`config.mk`:
```
export PLATFORM = sky130hd
export DESIGN_NAME = recorder_command_sequencer_top_flat
export DESIGN_NICKNAME = d
export VERILOG_FILES = /design/src/rtl/rcs_pkg.sv /design/src/rtl/rcs_if.sv /design/src/rtl/rcs_ctrl.sv /design/src/rtl/rcs_datapath.sv /design/src/rtl/recorder_command_sequencer_top.sv /design/src/flat_wrapper.sv
export SDC_FILE = /design/constraint.sdc
export NUM_CORES = 1
export LEC_CHECK = 0
export ABC_AREA = 0
export BUFFER_PORTS_ARGS = -buffer_cell sky130_fd_sc_hd__buf_4
export CAP_MARGIN = 20
export CORE_UTILIZATION = 35
export DETAILED_ROUTE_END_ITERATION = 7
export PLACE_DENSITY = 0.65
export SYNTH_ARGS = -nofsm -noshare
export SYNTH_HDL_FRONTEND = slang
export SYNTH_SLANG_ARGS = --single-unit
```
`constraint.sdc`:
```
create_clock -name clk -period 8.31 [get_ports clk]
set_input_delay 0.831 -clock clk [delete_from_list [all_inputs] [get_ports clk]]
set_output_delay 0.831 -clock clk [all_outputs]
set_load 0.005 [all_outputs]
```
`src/rtl/rcs_pkg.sv`:
```
package rcs_pkg;

    // Defaults for the top-level parameters
    localparam int QUEUE_DEPTH_DEF   = 16;
    localparam int STEM_COUNT_DEF    = 8;
    localparam int SETTING_WIDTH_DEF = 32;

    // Fixed field widths of the request and result channels
    localparam int FUNC_W         = 3;
    localparam int STEM_IDX_W     = 8;
    localparam int SETTING_PORT_W = 32;
    localparam int MODE_W         = 3;
    localparam int MASK_W         = 8;
    localparam int CNT_W          = 32;
    localparam int NUM_CNT        = 8;

    typedef enum logic [FUNC_W-1:0] {
        FUNC_START    = 3'd0,
        FUNC_STOP     = 3'd1,
        FUNC_ARM      = 3'd2,
        FUNC_DISARM   = 3'd3,
        FUNC_BOUNDARY = 3'd4
    } func_t;

    // Command kind as stored in the ring
    typedef enum logic [1:0] {
        KIND_START  = 2'd0,
        KIND_STOP   = 2'd1,
        KIND_ARM    = 2'd2,
        KIND_DISARM = 2'd3
    } kind_t;

    typedef enum logic [MODE_W-1:0] {
        MODE_IDLE          = 3'd0,
        MODE_START_PENDING = 3'd1,
        MODE_RECORDING     = 3'd2,
        MODE_STOP_PENDING  = 3'd3,
        MODE_FINALIZING    = 3'd4
    } mode_t;

    typedef enum logic [2:0] {
        CNT_START       = 3'd0,
        CNT_STOP        = 3'd1,
        CNT_ARM         = 3'd2,
        CNT_DISARM      = 3'd3,
        CNT_REF_SETTING = 3'd4,
        CNT_REF_MODE    = 3'd5,
        CNT_BOUNDARY    = 3'd6,
        CNT_TRANSITION  = 3'd7
    } cnt_idx_t;

    typedef enum logic [2:0] {
        ST_IDLE   = 3'b001,
        ST_DRAIN  = 3'b010,
        ST_REPORT = 3'b100
    } ctrl_state_t;

    typedef struct packed {
        logic take;
        logic drain;
        logic report;
    } dp_cmd_t;

    typedef struct packed {
        logic boundary;
        logic queue_empty;
    } dp_status_t;

    typedef struct packed {
        logic              accepted;
        logic [MODE_W-1:0] mode;
        logic [MASK_W-1:0] armed_mask;
        logic [CNT_W-1:0]  start_count;
        logic [CNT_W-1:0]  stop_count;
        logic [CNT_W-1:0]  arm_count;
        logic [CNT_W-1:0]  disarm_count;
        logic [CNT_W-1:0]  refused_setting_count;
        logic [CNT_W-1:0]  refused_mode_count;
        logic [CNT_W-1:0]  boundary_count;
        logic [CNT_W-1:0]  transition_total;
    } result_t;

endpackage

```
`src/rtl/rcs_if.sv`:
```
interface rcs_req_if;
    import rcs_pkg::*;

    logic                      valid;
    logic                      ready;
    logic [FUNC_W-1:0]         func;
    logic [STEM_IDX_W-1:0]     stem_index;
    logic [SETTING_PORT_W-1:0] stem_setting;

    modport source (output valid, output func, output stem_index, output stem_setting,
                    input ready);
    modport sink (input valid, input func, input stem_index, input stem_setting,
                  output ready);
endinterface

interface rcs_res_if;
    import rcs_pkg::*;

    logic              valid;
    logic              ready;
    logic              accepted;
    logic [MODE_W-1:0] mode;
    logic [MASK_W-1:0] armed_mask;
    logic [CNT_W-1:0]  start_count;
    logic [CNT_W-1:0]  stop_count;
    logic [CNT_W-1:0]  arm_count;
    logic [CNT_W-1:0]  disarm_count;
    logic [CNT_W-1:0]  refused_setting_count;
    logic [CNT_W-1:0]  refused_mode_count;
    logic [CNT_W-1:0]  boundary_count;
    logic [CNT_W-1:0]  transition_total;

    modport source (output valid, output accepted, output mode, output armed_mask,
                    output start_count, output stop_count, output arm_count,
                    output disarm_count, output refused_setting_count,
                    output refused_mode_count, output boundary_count,
                    output transition_total, input ready);
    modport sink (input valid, input accepted, input mode, input armed_mask,
                  input start_count, input stop_count, input arm_count,
                  input disarm_count, input refused_setting_count,
                  input refused_mode_count, input boundary_count,
                  input transition_total, output ready);
endinterface

```
`src/rtl/rcs_ctrl.sv`:
```
module rcs_ctrl (
    input  logic                 clk,
    input  logic                 rst_n,
    input  logic                 in_valid,
    output logic                 in_ready,
    output logic                 out_valid,
    input  logic                 out_ready,
    input  rcs_pkg::dp_status_t  status,
    output rcs_pkg::dp_cmd_t     cmd
);
    import rcs_pkg::*;

    ctrl_state_t state_reg, state_next;
    logic        out_valid_reg, out_valid_next;
    logic        out_free;

    assign out_free = !out_valid_reg || out_ready;

    always_comb
    begin
        state_next = state_reg;
        in_ready   = 1'b0;
        cmd        = '0;
        unique case (state_reg)
            ST_IDLE:
            begin
                in_ready = out_free;
                cmd.take = in_valid && out_free;
                if (cmd.take)
                begin
                    state_next = status.boundary ? ST_DRAIN : ST_REPORT;
                end
            end
            ST_DRAIN:
            begin
                // Step one command, or advance the mode once the ring is empty
                cmd.drain = 1'b1;
                if (status.queue_empty)
                begin
                    state_next = ST_REPORT;
                end
            end
            ST_REPORT:
            begin
                cmd.report = 1'b1;
                state_next = ST_IDLE;
            end
            default:
            begin
                state_next = ST_IDLE;
            end
        endcase
    end

    always_comb
    begin
        priority if (cmd.report)
        begin
            out_valid_next = 1'b1;
        end
        else if (out_ready)
        begin
            out_valid_next = 1'b0;
        end
        else
        begin
            out_valid_next = out_valid_reg;
        end
    end

    always_ff @(posedge clk or negedge rst_n)
    begin
        if (!rst_n)
        begin
            state_reg     <= ST_IDLE;
            out_valid_reg <= 1'b0;
        end
        else
        begin
            state_reg     <= state_next;
            out_valid_reg <= out_valid_next;
        end
    end

    assign out_valid = out_valid_reg;

endmodule

```
`src/rtl/rcs_datapath.sv`:
```
module rcs_datapath #(
    parameter int QUEUE_DEPTH   = rcs_pkg::QUEUE_DEPTH_DEF,
    parameter int STEM_COUNT    = rcs_pkg::STEM_COUNT_DEF,
    parameter int SETTING_WIDTH = rcs_pkg::SETTING_WIDTH_DEF
) (
    input  logic                               clk,
    input  logic                               rst_n,
    input  rcs_pkg::dp_cmd_t                   cmd,
    output rcs_pkg::dp_status_t                status,
    input  logic [rcs_pkg::FUNC_W-1:0]         func,
    input  logic [rcs_pkg::STEM_IDX_W-1:0]     stem_index,
    input  logic [rcs_pkg::SETTING_PORT_W-1:0] stem_setting,
    output rcs_pkg::result_t                   result
);
    import rcs_pkg::*;

    localparam int PTR_W  = $clog2(QUEUE_DEPTH);
    localparam int STEM_W = (STEM_COUNT > 1) ? $clog2(STEM_COUNT) : 1;
    localparam int SV_W   = STEM_IDX_W + 1;

    typedef struct packed {
        kind_t                    kind;
        logic [STEM_W-1:0]        stem;
        logic [SETTING_WIDTH-1:0] setting;
    } entry_t;

    entry_t                   ring_mem [QUEUE_DEPTH];
    entry_t                   ring_rdata_reg;
    entry_t                   ring_wdata;
    logic                     ring_we;

    logic [PTR_W-1:0]         wp_reg, wp_next, rp_reg, rp_next, wp_inc;
    mode_t                    mode_reg, mode_next;
    logic [STEM_COUNT-1:0]    armed_reg, armed_next;
    logic [SETTING_WIDTH-1:0] settings_reg  [STEM_COUNT];
    logic [SETTING_WIDTH-1:0] settings_next [STEM_COUNT];
    logic [CNT_W-1:0]         cnt_reg [NUM_CNT];
    logic                     bump_en;
    cnt_idx_t                 bump_idx;
    logic                     ok_reg, ok_next;
    result_t                  result_reg;

    logic                     full, empty, stem_valid;
    logic [SETTING_WIDTH-1:0] setting_kept;

    function automatic logic [PTR_W-1:0] ptr_inc(input logic [PTR_W-1:0] p);
        logic [PTR_W-1:0] r;
        if (p == PTR_W'(QUEUE_DEPTH - 1))
            r = '0;
        else
            r = p + 1'b1;
        return r;
    endfunction

    assign wp_inc       = ptr_inc(wp_reg);
    assign full         = (wp_inc == rp_reg);
    assign empty        = (wp_reg == rp_reg);
    assign stem_valid   = ({1'b0, stem_index} < SV_W'(STEM_COUNT));
    assign setting_kept = SETTING_WIDTH'(stem_setting);

    assign status.boundary    = (func == FUNC_BOUNDARY);
    assign status.queue_empty = empty;

    always_comb
    begin
        wp_next            = wp_reg;
        rp_next            = rp_reg;
        mode_next          = mode_reg;
        armed_next         = armed_reg;
        settings_next      = settings_reg;
        ok_next            = ok_reg;
        bump_en            = 1'b0;
        bump_idx           = CNT_START;
        ring_we            = 1'b0;
        ring_wdata.kind    = kind_t'(func[1:0]);
        ring_wdata.stem    = STEM_W'(stem_index);
        ring_wdata.setting = (func == FUNC_ARM) ? setting_kept : '0;

        if (cmd.take)
        begin
            ok_next = 1'b0;
            unique case (func)
                FUNC_START, FUNC_STOP:
                begin
                    if (!full)
                    begin
                        ring_we  = 1'b1;
                        wp_next  = wp_inc;
                        bump_en  = 1'b1;
                        bump_idx = (func == FUNC_START) ? CNT_START : CNT_STOP;
                        ok_next  = 1'b1;
                    end
                end
                FUNC_ARM, FUNC_DISARM:
                begin
                    if (stem_valid)
                    begin
                        if (mode_reg != MODE_IDLE)
                        begin
                            bump_en  = 1'b1;
                            bump_idx = CNT_REF_SETTING;
                        end
                        else if (!full)
                        begin
                            ring_we  = 1'b1;
                            wp_next  = wp_inc;
                            bump_en  = 1'b1;
                            bump_idx = (func == FUNC_ARM) ? CNT_ARM : CNT_DISARM;
                            ok_next  = 1'b1;
                        end
                    end
                end
                FUNC_BOUNDARY:
                begin
                    bump_en  = 1'b1;
                    bump_idx = CNT_BOUNDARY;
                    ok_next  = 1'b1;
                end
                default:
                begin
                end
            endcase
        end
        else if (cmd.drain)
        begin
            if (!empty)
            begin
                rp_next = ptr_inc(rp_reg);
                bump_en = 1'b1;
                unique case (ring_rdata_reg.kind)
                    KIND_START:
                    begin
                        if (mode_reg == MODE_IDLE)
                        begin
                            mode_next = MODE_START_PENDING;
                            bump_idx  = CNT_TRANSITION;
                        end
                        else
                        begin
                            bump_idx = CNT_REF_MODE;
                        end
                    end
                    KIND_STOP:
                    begin
                        if (mode_reg == MODE_RECORDING)
                        begin
                            mode_next = MODE_STOP_PENDING;
                            bump_idx  = CNT_TRANSITION;
                        end
                        else
                        begin
                            bump_idx = CNT_REF_MODE;
                        end
                    end
                    KIND_ARM:
                    begin
                        if (mode_reg == MODE_IDLE)
                        begin
                            bump_en = 1'b0;
                            settings_next[ring_rdata_reg.stem] = ring_rdata_reg.setting;
                            armed_next[ring_rdata_reg.stem]    = 1'b1;
                        end
                        else
                        begin
                            bump_idx = CNT_REF_SETTING;
                        end
                    end
                    KIND_DISARM:
                    begin
                        if (mode_reg == MODE_IDLE)
                        begin
                            bump_en = 1'b0;
                            settings_next[ring_rdata_reg.stem] = '0;
                            armed_next[ring_rdata_reg.stem]    = 1'b0;
                        end
                        else
                        begin
                            bump_idx = CNT_REF_SETTING;
                        end
                    end
                endcase
            end
            else
            begin
                // Ring empty: advance a pending or finalizing mode one step
                bump_idx = CNT_TRANSITION;
                priority if (mode_reg == MODE_START_PENDING)
                begin
                    mode_next = MODE_RECORDING;
                    bump_en   = 1'b1;
                end
                else if (mode_reg == MODE_STOP_PENDING)
                begin
                    mode_next = MODE_FINALIZING;
                    bump_en   = 1'b1;
                end
                else if (mode_reg == MODE_FINALIZING)
                begin
                    mode_next = MODE_IDLE;
                    bump_en   = 1'b1;
                end
                else
                begin
                end
            end
        end
    end

    // Ring memory: read port follows the next read pointer every cycle
    always_ff @(posedge clk)
    begin
        if (ring_we)
        begin
            ring_mem[wp_reg] <= ring_wdata;
        end
        ring_rdata_reg <= ring_mem[rp_next];
    end

    always_ff @(posedge clk or negedge rst_n)
    begin
        if (!rst_n)
        begin
            wp_reg       <= '0;
            rp_reg       <= '0;
            mode_reg     <= MODE_IDLE;
            armed_reg    <= '0;
            settings_reg <= '{default: '0};
            cnt_reg      <= '{default: '0};
        end
        else
        begin
            wp_reg       <= wp_next;
            rp_reg       <= rp_next;
            mode_reg     <= mode_next;
            armed_reg    <= armed_next;
            settings_reg <= settings_next;
            if (bump_en)
            begin
                cnt_reg[bump_idx] <= cnt_reg[bump_idx] + 1'b1;
            end
        end
    end

    always_ff @(posedge clk)
    begin
        ok_reg <= ok_next;
        if (cmd.report)
        begin
            result_reg.accepted              <= ok_reg;
            result_reg.mode                  <= mode_reg;
            result_reg.armed_mask            <= MASK_W'(armed_reg);
            result_reg.start_count           <= cnt_reg[CNT_START];
            result_reg.stop_count            <= cnt_reg[CNT_STOP];
            result_reg.arm_count             <= cnt_reg[CNT_ARM];
            result_reg.disarm_count          <= cnt_reg[CNT_DISARM];
            result_reg.refused_setting_count <= cnt_reg[CNT_REF_SETTING];
            result_reg.refused_mode_count    <= cnt_reg[CNT_REF_MODE];
            result_reg.boundary_count        <= cnt_reg[CNT_BOUNDARY];
            result_reg.transition_total      <= cnt_reg[CNT_TRANSITION];
        end
    end

    assign result = result_reg;

endmodule

```
`src/rtl/recorder_command_sequencer_top.sv`:
```
// Channel | Modport | Transfer carries
// --------+---------+------------------------------------------------------------
// req     | sink    | func, stem_index, stem_setting
// res     | source  | accepted, mode, armed_mask and the eight event counters
//
// A request's result is loaded into the output register in the report state that
// follows its transfer; the next request can transfer once the controller is idle.
// A block boundary goes through the drain state first: the commands queued (up to
// QUEUE_DEPTH - 1) are walked one command per cycle through the ring memory's
// registered read port, then a last drain step with the ring empty advances the mode.
// One item is in work at a time; req.ready is high while the controller is idle and
// the output register is empty or its result transfers in that cycle.
// rst_n is asynchronous, active low; it empties the ring and clears mode and counters.
module recorder_command_sequencer_top #(
    parameter int QUEUE_DEPTH   = rcs_pkg::QUEUE_DEPTH_DEF,
    parameter int STEM_COUNT    = rcs_pkg::STEM_COUNT_DEF,
    parameter int SETTING_WIDTH = rcs_pkg::SETTING_WIDTH_DEF
) (
    input logic       clk,
    input logic       rst_n,
    rcs_req_if.sink   req,
    rcs_res_if.source res
);
    import rcs_pkg::*;

    dp_cmd_t    cmd;
    dp_status_t status;
    result_t    result;

    // Sequencer: accept, drain/advance, report
    rcs_ctrl u_ctrl (
        .clk       (clk),
        .rst_n     (rst_n),
        .in_valid  (req.valid),
        .in_ready  (req.ready),
        .out_valid (res.valid),
        .out_ready (res.ready),
        .status    (status),
        .cmd       (cmd)
    );

    // Ring, recorder mode, stem state, counters and the output register
    rcs_datapath #(
        .QUEUE_DEPTH   (QUEUE_DEPTH),
        .STEM_COUNT    (STEM_COUNT),
        .SETTING_WIDTH (SETTING_WIDTH)
    ) u_datapath (
        .clk          (clk),
        .rst_n        (rst_n),
        .cmd          (cmd),
        .status       (status),
        .func         (req.func),
        .stem_index   (req.stem_index),
        .stem_setting (req.stem_setting),
        .result       (result)
    );

    // Drive the result payload; it holds while a transfer stalls
    assign res.accepted              = result.accepted;
    assign res.mode                  = result.mode;
    assign res.armed_mask            = result.armed_mask;
    assign res.start_count           = result.start_count;
    assign res.stop_count            = result.stop_count;
    assign res.arm_count             = result.arm_count;
    assign res.disarm_count          = result.disarm_count;
    assign res.refused_setting_count = result.refused_setting_count;
    assign res.refused_mode_count    = result.refused_mode_count;
    assign res.boundary_count        = result.boundary_count;
    assign res.transition_total      = result.transition_total;

endmodule

```
`src/flat_wrapper.sv`:
```
// flat-port wrapper written by rule: the top's interface ports become plain ports
module recorder_command_sequencer_top_flat import rcs_pkg::*;
#(
    parameter int QUEUE_DEPTH   = rcs_pkg::QUEUE_DEPTH_DEF,
    parameter int STEM_COUNT    = rcs_pkg::STEM_COUNT_DEF,
    parameter int SETTING_WIDTH = rcs_pkg::SETTING_WIDTH_DEF
)
  (clk, rst_n, req_valid, req_func, req_stem_index, req_stem_setting, req_ready, res_valid, res_accepted, res_mode, res_armed_mask, res_start_count, res_stop_count, res_arm_count, res_disarm_count, res_refused_setting_count, res_refused_mode_count, res_boundary_count, res_transition_total, res_ready);
  rcs_req_if req_i ();
  rcs_res_if res_i ();
  input logic clk;
  input logic rst_n;
  input wire logic [$bits(req_i.valid)-1:0] req_valid;
  input wire logic [$bits(req_i.func)-1:0] req_func;
  input wire logic [$bits(req_i.stem_index)-1:0] req_stem_index;
  input wire logic [$bits(req_i.stem_setting)-1:0] req_stem_setting;
  output wire logic [$bits(req_i.ready)-1:0] req_ready;
  output wire logic [$bits(res_i.valid)-1:0] res_valid;
  output wire logic [$bits(res_i.accepted)-1:0] res_accepted;
  output wire logic [$bits(res_i.mode)-1:0] res_mode;
  output wire logic [$bits(res_i.armed_mask)-1:0] res_armed_mask;
  output wire logic [$bits(res_i.start_count)-1:0] res_start_count;
  output wire logic [$bits(res_i.stop_count)-1:0] res_stop_count;
  output wire logic [$bits(res_i.arm_count)-1:0] res_arm_count;
  output wire logic [$bits(res_i.disarm_count)-1:0] res_disarm_count;
  output wire logic [$bits(res_i.refused_setting_count)-1:0] res_refused_setting_count;
  output wire logic [$bits(res_i.refused_mode_count)-1:0] res_refused_mode_count;
  output wire logic [$bits(res_i.boundary_count)-1:0] res_boundary_count;
  output wire logic [$bits(res_i.transition_total)-1:0] res_transition_total;
  input wire logic [$bits(res_i.ready)-1:0] res_ready;
  assign req_i.valid = req_valid;
  assign req_i.func = req_func;
  assign req_i.stem_index = req_stem_index;
  assign req_i.stem_setting = req_stem_setting;
  assign req_ready = req_i.ready;
  assign res_valid = res_i.valid;
  assign res_accepted = res_i.accepted;
  assign res_mode = res_i.mode;
  assign res_armed_mask = res_i.armed_mask;
  assign res_start_count = res_i.start_count;
  assign res_stop_count = res_i.stop_count;
  assign res_arm_count = res_i.arm_count;
  assign res_disarm_count = res_i.disarm_count;
  assign res_refused_setting_count = res_i.refused_setting_count;
  assign res_refused_mode_count = res_i.refused_mode_count;
  assign res_boundary_count = res_i.boundary_count;
  assign res_transition_total = res_i.transition_total;
  assign res_i.ready = res_ready;
  recorder_command_sequencer_top #(.QUEUE_DEPTH(QUEUE_DEPTH), .STEM_COUNT(STEM_COUNT), .SETTING_WIDTH(SETTING_WIDTH)) u_core (.clk(clk), .rst_n(rst_n), .req(req_i), .res(res_i));
endmodule
```
==> results of run 1 <==
## report_power, final
part / internal, mW / switching (mW)
sequential: 3.76 / 0.340
combinational: 0.418 / 0.718
clock: 1.80 / 1.27
## logic make-up after synthesis
group                    Yosys count  synth area share (%)
AO/OA/AOI/OAI                    452                  11.2
AND/OR/NAND/NOR                  542                  10.2
adder cells (fa/ha/maj)            7                 0.355
buffers and inverters            128                  2.21
XOR/XNOR                          47                  1.88
multiplexers                      46                  2.94
flip-flops                       633                  71.2
## layer usage
layer  track usage [%]  vias to the layer above  wire, um
met5                 0                        -         0
met4              6.52                        0      2010
met3              4.24                      132      5480
met2              32.9                      741     35400
met1              28.3                     8445     31300
li1                  -                     7398         -
## Yosys cell counts (21+ instances only)
| library cell | count |
|---|---|
| sky130_fd_sc_hd__clkbuf_1 | 78 |
| sky130_fd_sc_hd__edfxtp_1 | 349 |
| sky130_fd_sc_hd__buf_2 | 28 |
| sky130_fd_sc_hd__a21oi_1 | 22 |
| sky130_fd_sc_hd__o21ai_1 | 27 |
| sky130_fd_sc_hd__nand2_1 | 323 |
| sky130_fd_sc_hd__dfrtp_1 | 278 |
| sky130_fd_sc_hd__nor2_1 | 77 |
| sky130_fd_sc_hd__o22ai_1 | 30 |
| sky130_fd_sc_hd__o21ai_0 | 244 |
| sky130_fd_sc_hd__xor2_1 | 21 |
| sky130_fd_sc_hd__nand3_1 | 28 |
## cell type report
type | instances | area [um2]
well taps | 931 | 1160
inverters | 15 | 63.8
fillers | 6272 | 39000
multi-input cells | 1094 | 6650
repair buffers | 329 | 2500
diodes | 1 | 2.50
clock inverters | 37 | 390
flip-flops and latches | 633 | 17600
clock buffers | 90 | 1880
## path summary, 6_finish.rpt
kind / start / endpoint / slack (ns) / cells after the start
worst min-delay path: rst_n / u_core.u_datapath.cnt_reg[210]$_DFFE_PN0P_ / 0.28 / 1
worst min register to register: u_core.u_datapath.ok_reg$_SDFFCE_PP0P_ / u_core.u_datapath.result[267]$_DFFE_PP_ / 0.42 / 0
max in group asynchronous: rst_n / u_core.u_datapath.cnt_reg[199]$_DFFE_PN0P_ / 6.48 / 2
worst max register to register: u_core.u_datapath.wp_reg[3]$_DFFE_PN0P_ / u_core.u_datapath.cnt_reg[254]$_DFFE_PN0P_ / 2.18 / 14
min in group clk: u_core.u_datapath.ok_reg$_SDFFCE_PP0P_ / u_core.u_datapath.result[267]$_DFFE_PP_ / 0.42 / 0
worst max-delay path: u_core.u_datapath.wp_reg[3]$_DFFE_PN0P_ / u_core.u_datapath.cnt_reg[254]$_DFFE_PN0P_ / 2.18 / 14
## worst max-delay path, cell delays in order (launching register included)
cell and delay (ns):
sky130_fd_sc_hd__dfrtp_1 0.63, sky130_fd_sc_hd__and4b_1 0.29, sky130_fd_sc_hd__a311oi_2 0.33, sky130_fd_sc_hd__xnor2_1 0.27, sky130_fd_sc_hd__o31ai_4 0.27, sky130_fd_sc_hd__buf_4 0.37, sky130_fd_sc_hd__nand2_1 0.39, sky130_fd_sc_hd__buf_4 0.35
sky130_fd_sc_hd__o32a_1 0.38, sky130_fd_sc_hd__a211oi_1 0.40, sky130_fd_sc_hd__nand3_2 0.38, sky130_fd_sc_hd__nor3b_1 0.85, sky130_fd_sc_hd__nand4_1 0.24, sky130_fd_sc_hd__xnor2_1 0.59, sky130_fd_sc_hd__o21ai_0 0.21
## stage by stage
stage	total power, mW	hold WS, ns	instance area (um2)
finish	8.31	0.280	30200
global route	8.67	0.338	30200
CTS	8.37	0.327	30200
detailed placement	5.28	0.421	27900
global placement	5.23	0.405	27900
floorplan	4.76	0.400	24700
==> impl_metrics.py, run 1 <==
metrics = {
    "run_status": {
        "outcome": "complete, no violations",
    },
    "critical_path": {
        "cp-start-kind": "flop",
        "worst-endpoint-arrival_ns": 6.57,
        "criticalPathCategory": "reg -> reg",
        "critPathRequiredTime_ns": 8.76,
        "end_kind": "flop",
        "critical_path_peak_fanout": 18,
    },
    "drt": {
        "drt_pass1_iterations": 6,
        "dr_total_vias": 16716,
        "drt-wirelength-per-cell_um": 23.7,
        "drt_iter0_markers": 1907,
        "drt-vias-per-instance": 5.34,
        "route.detailed.drc": 0,
        "antenna_left": 0,
        "drt_wl_total_mm": 74.1,
    },
    "sta": {
        "fmaxAchievable_mhz": 163,
        "timing_max_transition_violations_final": 0,
        "report.final.hold_viol_count": 0,
        "setup_viol": 0,
        "post-route-worst-setup-slack_ns": 2.18,
        "min_clock_period_post_route_ns": 6.13,
        "final.period_utilization_pct": 73.7,
        "relSlewSlack_pct": 27.2,
        "timing_worst_slew_pin_value_ns": 1.09,
        "rsz0062_at_grt": "false",
        "final.setup.tns_ns": 0,
        "final.setup_skew_ns": 0.0276,
    },
    "yosys": {
        "ys_warn_count": 0,
        "post_synth_main_area_contributors": "sky130_fd_sc_hd__edfxtp_1, sky130_fd_sc_hd__dfrtp_1, sky130_fd_sc_hd__o21ai_0, sky130_fd_sc_hd__nand2_1, sky130_fd_sc_hd__mux4_2",
        "synth_fp_nets": 1909,
        "post_synth_instance_area_um2": 24700,
        "gate_count_after_technology_mapping": 1855,
        "synth_seq_area_share_pct": 71.2,
        "post_synth.cell_area_avg_um2": 13.3,
        "synth.top_cell.area_share_pct": 42.5,
        "synth_enable_flop_cells": 349,
        "synthDistinctLibCells": 95,
        "post_synthesis_async_set_or_reset_flop_share_pct": 44.1,
        "synth-seq-cells": 633,
        "synth_flop_cell": "sky130_fd_sc_hd__edfxtp_1",
        "yosys.area.top_type": "sky130_fd_sc_hd__edfxtp_1",
    },
    "placement": {
        "place.detailed.instances": 3001,
        "dp_worst_setup_slack_ns": 1.83,
        "dp_hpwl_mm": 49.0,
        "port_buffers": 284,
        "globalplace.congestion": 0.860,
    },
    "die": {
        "floorplan.io_pins": 317,
        "area_of_the_core_um2": 69200,
        "die_height_um": 267,
        "initial_utilization_pct": 35.7,
        "std_cell_rows": 96,
        "floorplan.die_area_um2": 71600,
        "die_width_um": 267,
    },
    "clock_tree": {
        "cts_tree": "done",
        "cts-hold-fix-buffers": 0,
        "cts_num_sinks": 633,
        "cts_inserted_buffers": 69,
        "worstSkewPairLatency_ns": 0.62,
        "cts_setup_buffers": 0,
        "root_buffer": "sky130_fd_sc_hd__clkbuf_16",
        "htree_num_levels": 3,
        "clkTransAtPathRegs_ns": 0.06,
        "cts.repair.resized": 0,
        "cts.path.max_buffers": 3,
    },
    "cells_and_area": {
        "synthToLayoutAreaGrowth_pct": 22.5,
        "final_layout_size_suffix_gt1_share_pct": 23.4,
        "largest_reg_flops": 268,
        "final_common_cell": "sky130_fd_sc_hd__edfxtp_1",
        "final_core_util_pct": 43.7,
        "most-common-layout-cells": "sky130_fd_sc_hd__edfxtp_1, sky130_fd_sc_hd__buf_4, sky130_fd_sc_hd__nand2_1",
        "layout.nets": 2196,
        "post_layout_nonfiller_instances": 3130,
    },
    "pwr": {
        "p_leak_nw": 12.0,
        "pd_cells_nw_per_um2": 275,
        "irDropWorstVdd_uv": 181,
    },
    "grt": {
        "grt_pass1_wl_mm": 108,
        "number_of_global_route_vias_before_repair": 16169,
        "grt_residual_overflow": 0,
        "number_of_antenna_violations_at_the_first_check_in_global_routing": 2,
        "grt_start_max_net_pins": 161,
        "grt.total_usage_pct": 20.7,
    },
    "flow_run": {
        "cap_viol_max_count": 0,
    },
    "min_path": {
        "min-delay-path-class": "in -> async",
    },
}
Note: power is estimated with default switching activity, not from simulation.
==> inputs of run 2 (changes only) <==
- ABC_AREA: 0 -> 1
- PLACE_DENSITY: 0.65 -> 0.66
- clock period: 8.31 -> 5.11 ns (I/O delays scaled with it)
==> run 2 against run 1 <==
  * Synthesized cell count is 45% higher
  * Sequential share of layout area is 4.1 points lower
  * Die area is 8.8% higher
  * Global-route usage is 0.62 points lower
  * Combinational power grew to 4.2 times the previous value
  * Final cell count is 30% higher
  * Utilization is 0.84 points lower
  * Cell area is 7.7% higher
  * Count of clock-buffer cells in the layout is 8 lower
  * Setup slack worse by 1.4 ns
  * First-iteration DRC count is 12% lower
  * Power is 110% higher
  * Largest cell class unchanged
  * Largest power group unchanged
==> impl_metrics.py, run 2 <==
metrics = {
    "clock_tree": {
        "htree_num_levels": 3,
        "cts.path.max_buffers": 3,
        "worstSkewPairLatency_ns": 0.61,
        "cts_tree": "done",
        "cts_num_sinks": 633,
        "cts_setup_buffers": 0,
        "clkTransAtPathRegs_ns": 0.06,
        "cts_inserted_buffers": 69,
        "root_buffer": "sky130_fd_sc_hd__clkbuf_16",
    },
    "critical_path": {
        "worst-endpoint-arrival_ns": 4.88,
        "critical-path-slowest-cell": "sky130_fd_sc_hd__xor2_1",
        "worst-path-buf-inv": 1,
        "cpPeakStageDelay_ns": 0.57,
        "end_kind": "flop",
        "worstReg2RegStart": "u_core.u_datapath.wp_reg[0]$_DFFE_PN0P_",
        "timing.critical_path.mode_cell": "sky130_fd_sc_hd__nand2_1",
        "reg2reg_depth": 22,
        "critical_path_peak_fanout": 46,
        "criticalPathCategory": "reg -> reg",
        "cp-start-kind": "flop",
        "path_delay_family": "simple AND/OR/NAND/NOR gates",
        "regToRegEndpoint": "u_core.u_datapath.cnt_reg[82]$_DFFE_PN0P_",
        "crit_path_cell_trace": "ha_1, nand2_1, nand3_1, nand2_1, nand2_1, nand2_1, nand2_2, nand3_2, nand3_1, nand2_2, buf_12, nand2_1, nand2_1, nand2_1, nand2_1, nor2_1, nand2_2, nor2_1, nand2_1, xor2_1, nand2_1, nand2_1",
        "critPathRequiredTime_ns": 5.64,
        "reg2reg_slack_ns": 0.76,
    },
    "die": {
        "die_width_um": 279,
        "std_cell_rows": 101,
        "die_height_um": 279,
        "floorplan.io_pins": 317,
        "floorplan.die_area_um2": 77800,
        "area_of_the_core_um2": 75900,
        "initial_utilization_pct": 35.4,
    },
    "cells_and_area": {
        "n_antenna_cell": 0,
        "layout.nets": 3028,
        "synthToLayoutAreaGrowth_pct": 21.2,
        "post_layout_nonfiller_instances": 4060,
        "largest_reg_flops": 268,
        "final_area_um2": 32500,
        "final.fill_count": 7177,
        "most-common-layout-cells": "sky130_fd_sc_hd__nand2_1, sky130_fd_sc_hd__edfxtp_1, sky130_fd_sc_hd__buf_4",
        "final_common_cell": "sky130_fd_sc_hd__nand2_1",
        "final_layout_size_suffix_gt1_share_pct": 17.1,
        "final_core_util_pct": 42.8,
    },
    "min_path": {
        "hold_start": "res_ready",
        "holdPathEnd": "u_core.u_ctrl.out_valid$_DFFE_PN0P_",
        "min-delay-path-class": "in -> reg",
        "timing.hold.worst_path_depth": 2,
    },
    "yosys": {
        "yosysMostFrequentCell": "sky130_fd_sc_hd__nand2_1",
        "synth_enable_flop_cells": 349,
        "synthDistinctLibCells": 49,
        "ys_warn_count": 0,
        "yosys.area.top_type": "sky130_fd_sc_hd__edfxtp_1",
        "post_synthesis_async_set_or_reset_flop_share_pct": 44.1,
        "post_synth_most_frequent_cells": "sky130_fd_sc_hd__nand2_1, sky130_fd_sc_hd__edfxtp_1, sky130_fd_sc_hd__dfrtp_1",
        "post_synth_instance_area_um2": 26800,
        "post_synth_main_area_contributors": "sky130_fd_sc_hd__edfxtp_1, sky130_fd_sc_hd__dfrtp_1, sky130_fd_sc_hd__nand2_1, sky130_fd_sc_hd__inv_1, sky130_fd_sc_hd__o21ai_0",
        "gate_count_after_technology_mapping": 2696,
        "synth_fp_nets": 2750,
        "post_synth.cell_area_avg_um2": 9.96,
        "synth-seq-cells": 633,
        "synth.top_cell.area_share_pct": 39.0,
        "synth_seq_area_share_pct": 65.4,
        "synth_flop_cell": "sky130_fd_sc_hd__edfxtp_1",
    },
    "grt": {
        "grt_start_max_net_pins": 171,
        "grt_residual_overflow": 0,
        "number_of_global_route_vias_before_repair": 18829,
        "grt.total_usage_pct": 20.0,
        "grt_pass1_wl_mm": 117,
        "number_of_antenna_violations_at_the_first_check_in_global_routing": 1,
    },
    "sta": {
        "final.period_utilization_pct": 85.2,
        "report.final.hold_viol_count": 0,
        "min_clock_period_post_route_ns": 4.35,
        "relSlewSlack_pct": 30.7,
        "timing_worst_slew_pin_value_ns": 1.04,
        "fmaxAchievable_mhz": 230,
        "setup_viol": 0,
        "worst_hold_slack_ns": 0.110,
        "final.setup_skew_ns": 0.0365,
        "timing_max_transition_violations_final": 0,
        "post-route-worst-setup-slack_ns": 0.758,
        "rsz0062_at_grt": "false",
    },
    "drt": {
        "route.detailed.drc": 0,
        "antenna_left": 0,
        "drt_wl_total_mm": 77.9,
        "drt_pass1_iterations": 6,
        "drt_iter0_markers": 1676,
        "drt-vias-per-instance": 4.83,
        "dr_total_vias": 19592,
        "drt-wirelength-per-cell_um": 19.2,
    },
    "pwr": {
        "p_leak_nw": 14.2,
        "power.sequential.fraction_pct": 42.8,
        "p_int_mw": 11.4,
        "power_frac_comb_pct": 27.7,
        "clkPwrFrac_pct": 29.5,
        "p_sw_share_pct": 34.5,
        "irDropWorstVdd_uv": 222,
        "pd_cells_nw_per_um2": 537,
        "net-switching-power_mw": 6.04,
    },
    "placement": {
        "port_buffers": 284,
        "postPlaceCellArea_um2": 30200,
        "dp_worst_setup_slack_ns": 0.769,
        "globalplace.congestion": 0.879,
        "dp_hpwl_mm": 50.4,
        "place.detailed.instances": 3932,
    },
    "run_status": {
        "outcome": "complete, no violations",
    },
    "flow_run": {
        "cap_viol_max_count": 0,
    },
}
[run 2: cell types whose count changed after synthesis, moves of 51 or more]
cell and change:
sky130_fd_sc_hd__nand3_1 +95, sky130_fd_sc_hd__nand2_1 +695, sky130_fd_sc_hd__inv_1 +190, sky130_fd_sc_hd__o21ai_1 +51, sky130_fd_sc_hd__o21ai_0 -97, sky130_fd_sc_hd__nor2_1 +51
sky130_fd_sc_hd__nand3b_1 +77
[run 2: cells by family after synthesis]
group	after synthesis	share of synthesized area [%]
compound gates	282	5.73
fa+ha+maj	7	0.326
buf+inv	338	5.25
simple gates	1413	22.3
xor+xnor	23	0.974
flops	633	65.4
[run 2: cell type report]
cell class              instances  area [um2]  share of cell area (%)
clock inverters                45         474                    1.46
well taps                    1030        1290                    3.96
multi-input cells            1725        7950                    24.4
inverters                     217         815                    2.50
flip-flops and latches        633       17600                    54.0
repair buffers                328        2560                    7.87
clock buffers                  82        1880                    5.78
[run 2: through the flow]
stage               power (mW)  TNS (ns)
global route              18.6         0
global placement          12.3         0
finish                    17.5         0
floorplan                 10.5   -568.02
detailed placement        12.4         0
CTS                       17.6         0
[run 2: worst max path at each step]
stage               slack [ns]  depth (start not counted)                                    start                                   endpoint
finish                    0.76                         22  u_core.u_datapath.wp_reg[0]$_DFFE_PN0P_  u_core.u_datapath.cnt_reg[82]$_DFFE_PN0P_
global route              0.39                         22  u_core.u_datapath.wp_reg[0]$_DFFE_PN0P_  u_core.u_datapath.cnt_reg[50]$_DFFE_PN0P_
CTS                       0.79                         25  u_core.u_datapath.wp_reg[0]$_DFFE_PN0P_  u_core.u_datapath.cnt_reg[82]$_DFFE_PN0P_
floorplan                -2.14                          2   u_core.u_ctrl.state_reg[1]$_DFFE_PN0P_        u_core.u_ctrl.out_valid$_DFFE_PN0P_
detailed placement        0.77                         23                                res_ready  u_core.u_datapath.cnt_reg[82]$_DFFE_PN0P_
global placement          0.83                         24                        req_stem_index[5]  u_core.u_datapath.cnt_reg[82]$_DFFE_PN0P_
[run 2: metal layers]
layer | routed length (um) | track usage [%]
met3 | 6560 | 5.51
met1 | 33700 | 27.2
met4 | 2090 | 6.42
met5 | 17 | 0
met2 | 35500 | 31.0
[run 2: repair_timing]
| item | 4_1_cts | 5_1_grt |
|---|---|---|
| gates resized for setup | 0 | 0 |
| hold buffers | 1 | 0 |
| hold endpoints to repair | 53 | 0 |
[run 2: power by group through the flow]
stage | Sequential [mW] | Clock (mW) | Combinational (mW)
floorplan | 7.32 | 0 | 3.14
global placement | 7.56 | 0 | 4.77
detailed placement | 7.58 | 0 | 4.85
CTS | 7.49 | 5.28 | 4.88
global route | 7.60 | 5.50 | 5.47
finish | 7.48 | 5.16 | 4.84
==> inputs of run 3 (changes only) <==
- PLACE_DENSITY: 0.66 -> 0.64
- clock period: 5.11 -> 5.2 ns (I/O delays scaled with it)
==> run 3 against run 2 <==
  * The run now ends with hold timing left
  * Sequential power is 1% lower
  * Fmax decreased by 2.4%
  * Final cell count decreased by 0.15%
  * Clock power decreased by 4.8%
  * Via count grew 0.10%
  * Power fell by 2.7%
  * Die area did not move
  * Routed wire length increased by 0.31%
==> impl_metrics.py, run 3 (same netlist as run 2, synthesis figures left out) <==
metrics = {
    "critical_path": {
        "cpPeakStageDelay_ns": 0.50,
        "critPathRequiredTime_ns": 5.64,
        "critical_path_peak_fanout": 26,
        "cp-start-kind": "flop",
        "critical-path-slowest-cell": "sky130_fd_sc_hd__xnor2_2",
        "end_kind": "flop",
        "timing.critical_path.mode_cell": "sky130_fd_sc_hd__nand2_1",
        "criticalPathCategory": "reg -> reg",
        "crit_path_cell_trace": "inv_2, ha_1, xnor2_1, nand3_1, nor2_2, nand2_2, nand3_2, nand2_1, nand2_1, nand2_2, buf_4, nand2_1, nand2_1, nand2_1, nand2_1, nor2_1, nand2_1, nor2_4, nand2_2, xnor2_2, o21ai_0",
        "worst-endpoint-arrival_ns": 4.90,
    },
    "pwr": {
        "p_sw_share_pct": 34.7,
        "net-switching-power_mw": 5.91,
        "power_frac_comb_pct": 27.8,
        "irDropWorstVdd_uv": 271,
        "power.sequential.fraction_pct": 43.3,
        "power.total_mw": 17.0,
        "clkPwrFrac_pct": 28.9,
        "pd_cells_nw_per_um2": 525,
        "p_int_mw": 11.1,
        "p_leak_nw": 14.1,
    },
    "die": {
        "area_of_the_core_um2": 75900,
        "die_height_um": 279,
        "die_width_um": 279,
        "initial_utilization_pct": 35.4,
        "floorplan.io_pins": 317,
        "std_cell_rows": 101,
        "floorplan.die_area_um2": 77800,
    },
    "sta": {
        "fmaxAchievable_mhz": 224,
        "rsz0062_at_grt": "false",
        "final.period_utilization_pct": 85.8,
        "worst_hold_slack_ns": -0.0567,
        "min_clock_period_post_route_ns": 4.46,
        "final.setup_skew_ns": 0.0239,
        "report.final.hold_viol_count": 12,
        "setup_viol": 0,
        "relSlewSlack_pct": 33.8,
        "final.setup.tns_ns": 0,
        "timing_worst_slew_pin_value_ns": 0.992,
        "timing_max_transition_violations_final": 0,
    },
    "cells_and_area": {
        "most-common-layout-cells": "sky130_fd_sc_hd__nand2_1, sky130_fd_sc_hd__edfxtp_1, sky130_fd_sc_hd__buf_4",
        "final.fill_count": 7270,
        "regArea_um2": 17600,
        "final_layout_size_suffix_gt1_share_pct": 16.7,
        "synthToLayoutAreaGrowth_pct": 20.5,
        "n_antenna_cell": 0,
        "final_core_util_pct": 42.6,
        "largest_reg_flops": 268,
        "final_area_um2": 32400,
        "layout.nets": 3023,
        "multiInputGateArea_um2": 7950,
        "final_common_cell": "sky130_fd_sc_hd__nand2_1",
    },
    "clock_tree": {
        "cts_inserted_buffers": 70,
        "worstSkewPairLatency_ns": 0.60,
        "cts.repair.resized": 0,
        "cts_tree": "done",
        "root_buffer": "sky130_fd_sc_hd__clkbuf_16",
        "cts.path.max_buffers": 3,
        "htree_num_levels": 3,
        "cts_num_sinks": 633,
        "cts-hold-fix-buffers": 0,
        "cts_setup_buffers": 0,
        "clkTransAtPathRegs_ns": 0.06,
    },
    "drt": {
        "drt_iter0_markers": 1746,
        "antenna_left": 0,
        "drt-wirelength-per-cell_um": 19.3,
        "drt_pass1_iterations": 5,
        "drt-vias-per-instance": 4.84,
        "dr_total_vias": 19612,
        "drt_wl_total_mm": 78.2,
        "route.detailed.drc": 0,
    },
    "grt": {
        "number_of_global_route_vias_before_repair": 18663,
        "grt_pass1_wl_mm": 117,
        "grt_residual_overflow": 0,
        "grt.total_usage_pct": 20.0,
        "number_of_antenna_violations_at_the_first_check_in_global_routing": 1,
        "grt_start_max_net_pins": 141,
    },
    "run_status": {
        "violated_checks": "hold timing",
        "outcome": "complete, but fails checks",
    },
    "placement": {
        "port_buffers": 284,
        "postPlaceCellArea_um2": 30100,
        "dp_hpwl_mm": 49.7,
        "globalplace.congestion": 0.884,
    },
    "flow_run": {
        "cap_viol_max_count": 0,
    },
    "min_path": {
        "min-delay-path-class": "in -> async",
    },
}
run 3: changes by cell type in the layout (fill, tap and decap cells not counted), moves of 3 or more:
cell and change:
sky130_fd_sc_hd__clkbuf_1 +9, sky130_fd_sc_hd__clkinv_2 -4, sky130_fd_sc_hd__buf_4 -3, sky130_fd_sc_hd__bufinv_16 -3
run 3: cell type report:
cell class,instances,area share (%)
flip-flops and latches,633,54.3
multi-input cells,1725,24.6
repair buffers,322,7.69
clock buffers,92,5.96
well taps,1030,3.98
inverters,217,2.52
clock inverters,35,1.03
run 3: final timing paths:
path                       depth (start not counted)  slack, ns                                        from                                          to
max                                               21       0.74     u_core.u_datapath.wp_reg[0]$_DFFE_PN0P_  u_core.u_datapath.cnt_reg[107]$_DFFE_PN0P_
min                                                1      -0.06                                       rst_n   u_core.u_datapath.cnt_reg[48]$_DFFE_PN0P_
max reg2reg                                       21       0.74     u_core.u_datapath.wp_reg[0]$_DFFE_PN0P_  u_core.u_datapath.cnt_reg[107]$_DFFE_PN0P_
min reg2reg                                        0       0.44  u_core.u_datapath.cnt_reg[141]$_DFFE_PN0P_     u_core.u_datapath.result[141]$_DFFE_PP_
max in group asynchronous                          2       3.94                                       rst_n   u_core.u_datapath.cnt_reg[29]$_DFFE_PN0P_
min in group clk                                   2       0.11                                   res_ready         u_core.u_ctrl.out_valid$_DFFE_PN0P_
run 3: stage by stage:
step	cells	hold WS [ns]	setup slack [ns]
CTS	4054	0.00272	0.707
floorplan	2696	0.224	-2.05
global placement	3927	0.428	0.814
detailed placement	3927	0.431	0.740
global route	4054	0.0229	0.366
finish	4054	-0.0567	0.741
run 3: critical path, delay by kind of cell, from the launching register on:
kind / cells / cell delay (ns)
adder cells (fa/ha/maj): 1 / 0.34
flip-flops: 1 / 0.47
buffers and inverters: 2 / 0.53
XOR/XNOR: 2 / 0.66
AO/OA/AOI/OAI: 1 / 0.16
AND/OR/NAND/NOR: 15 / 2.11
run 3: layer usage:
metal	GRT usage [%]	wire length, um
met5	0	17
met1	27.6	34700
met2	31.1	35900
met4	6.42	2110
met3	4.64	5510
run 3: power groups by stage:
| stage | Sequential [mW] | Combinational (mW) | Clock (mW) |
|---|---|---|---|
| after CTS | 7.37 | 4.77 | 5.03 |
| after floorplan | 7.19 | 3.09 | 0 |
| after global routing | 7.47 | 5.35 | 5.23 |
| final | 7.37 | 4.73 | 4.91 |
| after detailed placement | 7.45 | 4.75 | 0 |
| after global placement | 7.44 | 4.70 | 0 |
